$ cat src/u8dec_pkg.sv
// Package of the UTF-8 to UCS-2 decoder: byte classes, masks and the lead byte decode.
// Depends on nothing.
package u8dec_pkg;

    localparam logic [7:0]  TOP_BIT    = 8'h80;
    localparam logic [7:0]  SECOND_BIT = 8'h40;
    localparam logic [7:0]  PAYLOAD6   = 8'h3f;

    typedef logic [2:0]  trail_cnt_t;
    typedef logic [15:0] unit_t;

    typedef enum logic [1:0] {
        CLASS_ASCII,
        CLASS_TRAIL,
        CLASS_LEAD
    } byte_class_t;

    typedef struct packed {
        trail_cnt_t trail;
        logic [7:0] payload;
    } lead_t;

    function automatic byte_class_t classify(input logic [7:0] b);
        byte_class_t c;
        if ((b & TOP_BIT) == 8'h00)
            c = CLASS_ASCII;
        else if ((b & SECOND_BIT) == 8'h00)
            c = CLASS_TRAIL;
        else
            c = CLASS_LEAD;
        return c;
    endfunction

    // The count of leading ones sets the trail count; the bits below them are payload.
    function automatic lead_t decode_lead(input logic [7:0] b);
        lead_t      r;
        logic [3:0] ones;
        logic       stop;
        ones = 4'd0;
        stop = 1'b0;
        for (int i = 7; i >= 0; i--)
        begin
            if (!stop && b[i])
                ones = ones + 4'd1;
            else
                stop = 1'b1;
        end
        r.trail   = 3'(ones - 4'd1);
        r.payload = b & (8'hff >> ones);
        return r;
    endfunction

endpackage

$ cat src/utf8_to_ucs2_decoder.sv
// Top level of the UTF-8 to UCS-2 decoder: input register, decode logic, result register.
// Depends on u8dec_pkg.
//
//   Channel | Handshake                | Payload
//   --------+--------------------------+-----------------------------
//   input   | in_valid / in_stall      | byte_in[7:0]
//   output  | out_valid / out_stall    | code_unit[15:0], truncated
//
// One byte is accepted per cycle unless stalled; units come out of the result register.
// The sustained rate of one byte per cycle is set by the single decode stage.
// Reset clears the sequence state and both stage valid flags.
// A stalled output holds the decode stage, which in turn stalls the input.
module utf8_to_ucs2_decoder (
    input  logic        clk,
    input  logic        rst_n,
    input  logic        in_valid,
    output logic        in_stall,
    input  logic [7:0]  byte_in,
    output logic        out_valid,
    input  logic        out_stall,
    output logic [15:0] code_unit,
    output logic        truncated
);
    import u8dec_pkg::*;

    logic        in_valid_reg;
    logic [7:0]  byte_reg;
    trail_cnt_t  trail_left_reg, trail_left_next;
    unit_t       accum_reg, accum_next;
    logic        out_valid_reg;
    unit_t       code_unit_reg;
    logic        truncated_reg;

    logic        advance;
    logic        emit;
    unit_t       unit_val;
    logic        trunc_val;
    unit_t       shifted;
    lead_t       lead;

    assign advance  = in_valid_reg && (!out_valid_reg || !out_stall);
    assign in_stall = in_valid_reg && !advance;

    assign shifted = {accum_reg[9:0], byte_reg[5:0] & PAYLOAD6[5:0]};
    assign lead    = decode_lead(byte_reg);

    always_comb
    begin
        trail_left_next = trail_left_reg;
        accum_next      = accum_reg;
        emit            = 1'b0;
        unit_val        = accum_reg;
        trunc_val       = 1'b0;
        case (classify(byte_reg))
            CLASS_ASCII:
            begin
                trail_left_next = '0;
                emit            = 1'b1;
                unit_val        = {8'h00, byte_reg};
            end
            CLASS_TRAIL:
            begin
                if (trail_left_reg != '0)
                begin
                    trail_left_next = trail_left_reg - 3'd1;
                    accum_next      = shifted;
                    if (trail_left_reg == 3'd1)
                    begin
                        emit     = 1'b1;
                        unit_val = shifted;
                    end
                end
            end
            CLASS_LEAD:
            begin
                if (trail_left_reg != '0)
                begin
                    trail_left_next = '0;
                    emit            = 1'b1;
                    trunc_val       = 1'b1;
                end
                else
                begin
                    trail_left_next = lead.trail;
                    accum_next      = {8'h00, lead.payload};
                end
            end
            default:
            begin
                trail_left_next = trail_left_reg;
            end
        endcase
    end

    always_ff @(posedge clk or negedge rst_n)
    begin
        if (!rst_n)
        begin
            in_valid_reg   <= 1'b0;
            out_valid_reg  <= 1'b0;
            trail_left_reg <= '0;
            accum_reg      <= '0;
        end
        else
        begin
            if (!in_stall)
                in_valid_reg <= in_valid;
            if (advance)
            begin
                trail_left_reg <= trail_left_next;
                accum_reg      <= accum_next;
            end
            if (advance && emit)
                out_valid_reg <= 1'b1;
            else if (!out_stall)
                out_valid_reg <= 1'b0;
        end
    end

    always_ff @(posedge clk)
    begin
        if (in_valid && !in_stall)
            byte_reg <= byte_in;
        if (advance && emit)
        begin
            code_unit_reg <= unit_val;
            truncated_reg <= trunc_val;
        end
    end

    assign out_valid = out_valid_reg;
    assign code_unit = code_unit_reg;
    assign truncated = truncated_reg;

endmodule

$ cat config.mk
export PLATFORM = sky130hd
export DESIGN_NAME = utf8_to_ucs2_decoder
export DESIGN_NICKNAME = d
export VERILOG_FILES = /design/src/u8dec_pkg.sv /design/src/utf8_to_ucs2_decoder.sv
export SDC_FILE = /design/constraint.sdc
export NUM_CORES = 1
export LEC_CHECK = 0
export BUFFER_PORTS_ARGS = -buffer_cell sky130_fd_sc_hd__buf_4
export CAP_MARGIN = 20
export CORE_MARGIN = 2
export CORE_UTILIZATION = 50
export CTS_CLUSTER_DIAMETER = 80
export DETAILED_ROUTE_END_ITERATION = 6
export GPL_TIMING_DRIVEN = 0
export PLACE_DENSITY_LB_ADDON = 0.25
export SYNTH_ARGS = -nofsm -noshare
export SYNTH_HDL_FRONTEND = slang
export SYNTH_SLANG_ARGS = --single-unit
$ cat constraint.sdc
create_clock -name clk -period 16.6 [get_ports clk]
set_input_delay 2.49 -clock clk [delete_from_list [all_inputs] [get_ports clk]]
set_output_delay 2.49 -clock clk [all_outputs]
set_load 0.01 [all_outputs]
==> reports/results.ini <==
[worst_setup_path]
cp_slowest_cell=a211oi_1
cp_top_family=adder cells
worstPathArrival_ns=6.31
cp.required_ns=16.83
crit_chain=clkbuf_1 -> clkbuf_1 -> a21boi_0 -> ha_1 -> nor2_1 -> nor2_1 -> ha_1 -> a211oi_1 -> nor2_1 -> ha_1 -> mux2_2 -> a211oi_1 -> nor2_1 -> ha_1 -> mux2_2 -> ha_1 -> a2111oi_0 -> a211oi_1 -> ha_1 -> nor2_1 -> a21oi_1 -> o31ai_1 -> nand2_1 -> o21ai_0
crit_path_start_kind=flop
crit_fanout=10
cpPeakStageDelay_ns=0.53
path_class=reg -> reg
crit_top_cell=ha_1
end_kind=flop
cp_num_buf_inv=2

[finish]
diodes=0
n_fill_cell=447
final_util=0.5964
layout.area.seq_um2=1276
multi_input_area_um2=1265
nNetsFinal=319
layout-drive-gt1-share=0.2013
syn2layout_area_growth_pct=15.69

[floorplan]
fp.coreArea_um2=5075
start_util=0.5155
ios=31
die_x_um=76.34
die_h_um=76.34
row_count=26
die_area_um2=5827

[power_and_ir_drop]
leakage_nw=1.240
vdd_drop_max_v=0.00005633
powerDensity_nw_per_um2=128.8

[drt]
route.vias.total=2054
antenna_left=0
vias_per_cell=5.582
routed.top_layer=met4
drtPass1Iterations=4
first_iter_violations=81
drc_errors=0
wl_met2_um=2622
wl_met3_um=244
wire_per_inst_um=14.75
routed_wl_um=5427
drt-met1-wl_um=2503

[place]
dp_hpwl_um=4016
globalplace.congestion=0.8923
io_buffers=30
place_ws_ns=10.52

[logic_synthesis]
yosys-top-cells-area=edfxtp_1 29%, dfrtp_1 20%, nand2_1 7.6%
syn_avg_cell_area_um2=10.10
syn-cell-area_um2=2616
syn_nets=281
synth-warning-count=0
ys.flop_type=edfxtp_1
synth_cells=259
synth-edff-count=25
ys_ff_latch=46
synth_cell_type_count=51
yosysSeqAreaShare=0.4878
synth_top_area_frac=0.2869
yosys.area.top_type=edfxtp_1
synth-async-reset-ratio=0.4565

[timing]
hold_violations=0
rsz0062_at_grt=no
maxSlewHeadroom=0.5696
fin_ws_ns=10.52
fin_crit_sh=0.3662
max_freq_mhz=164.5
finalSetupViolations=0
finalClockSkew_ns=0.005488
worst_pin_slew_ns=0.6432
fin_crit_ns=6.078
fin_tns_setup_ns=0
drv_slew=0

[clock_network]
ctsHoldBuffers=0
cts_root_buffer=clkbuf_8
cts-resized-gates=0
cts_max_path_buffers=2
clk_latency_ns=0.31
cts_buffers=5
htreeDepth=2
clock-sinks=46
clkSlewWorstSetupHoldPaths_ns=0.09
cts_post_setup_buffers_inserted=0
cts_tree=done

[global_routing]
track_usage=0.1963
grt_pass1_vias=1896
antenna_found_initial=0
grt_max_degree=22
grt_pass1_wl_um=9170
overflow=0

[min_path]
hold_path.class=reg -> reg

[run_status]
status=complete, no violations

[run]
drv_cap=0

[logic make-up after synthesis]
family                     after synthesis  synth area share
AOI/OAI and AO/OA                       59            0.1540
muxes                                   12           0.05357
and+or+nand+nor                        110            0.2123
xor gates and xnor gates                 3           0.01578
DFF                                     46            0.4878
adders and majority gates               10           0.04782
buffers and inverters                   19           0.02869
[path summary, 6_finish.rpt]
path                               start  depth (start not counted)                end  slack, ns
setup / recovery             byte_reg[7]                         24  trail_left_reg[1]      10.52
hold reg to reg            accum_reg[10]                          2      accum_reg[10]       0.49
setup reg to reg             byte_reg[7]                         24  trail_left_reg[1]      10.52
min in group asynchronous          rst_n                          1       accum_reg[8]       2.06
hold / removal             accum_reg[10]                          2      accum_reg[10]       0.49
max in group asynchronous          rst_n                          1      accum_reg[10]      14.31
[worst min-delay path, cell delays in order, from the launching register on]
cell,delay (ns)
dfrtp_1,0.35
nand2_1,0.04
o21ai_0,0.06
[placed cells by master (no fill, tap or decap), drive strengths merged, types with 3 or more instances in the layout]
master / instances
a211oi: 3
a21boi: 12
a21oi: 6
and2: 5
and3: 3
buf: 35
clkbuf: 12
dfrtp: 21
edfxtp: 25
ha: 10
inv: 8
mux2: 10
nand2: 53
nand3: 9
nor2: 15
nor2b: 6
nor3: 3
o21ai: 17
o31ai: 3
or2: 3
[metrics by stage]
step                      total power, mW  instances  cell area [um^2]  hold WS (ns)
after floorplan                    0.2761        259              2616        0.4497
after global placement             0.3177        359              2929        0.4611
after detailed placement           0.3228        360              2937        0.4720
after CTS                          0.3914        368              3027        0.4926
after global routing               0.4187        368              3027        0.5238
final                              0.3899        368              3027        0.4879
[layer usage]
metal | global-route usage | vias up
met3 | 0.03555 | 6
met4 | 0.07273 | 0
met1 | 0.2690 | 991
met5 | 0 | -
met2 | 0.3133 | 50
li1 | - | 1007
[synth_stat cells (2+ instances only)]
master	n
a21oi_1	6
nor3b_1	2
nor2_1	14
o31ai_1	3
and3_1	3
mux2i_1	2
a21o_1	2
edfxtp_1	25
or2_2	3
a211oi_1	3
o21ai_0	16
mux2_4	2
a22o_1	2
nand3_1	9
inv_1	7
a221o_1	2
nand4b_1	2
a21boi_0	12
o2111ai_1	2
nand2_1	53
dfrtp_1	21
ha_1	10
or3_1	2
and2_1	4
o211ai_1	2
clkbuf_1	7
a32o_1	2
mux2_2	8
nand2b_1	2
nor2b_1	6
buf_2	3
nor3_1	3
[layout make-up]
type                    count  area share
flip-flops and latches     46      0.4217
clock buffers               5     0.02274
repair buffers             31     0.07689
inverters                   8    0.009921
plain buffers              11     0.01488
clock inverters             3    0.007028
multi-input cells         194      0.4179
well taps                  70     0.02894
[power by group]
| group | internal (mW) | switching, mW | total, mW |
|---|---|---|---|
| Clock | 0.0296 | 0.0397 | 0.0693 |
| Sequential | 0.161 | 0.0236 | 0.184 |
| Combinational | 0.0604 | 0.0758 | 0.136 |
No activity file was read; power rests on OpenSTA's default activity.
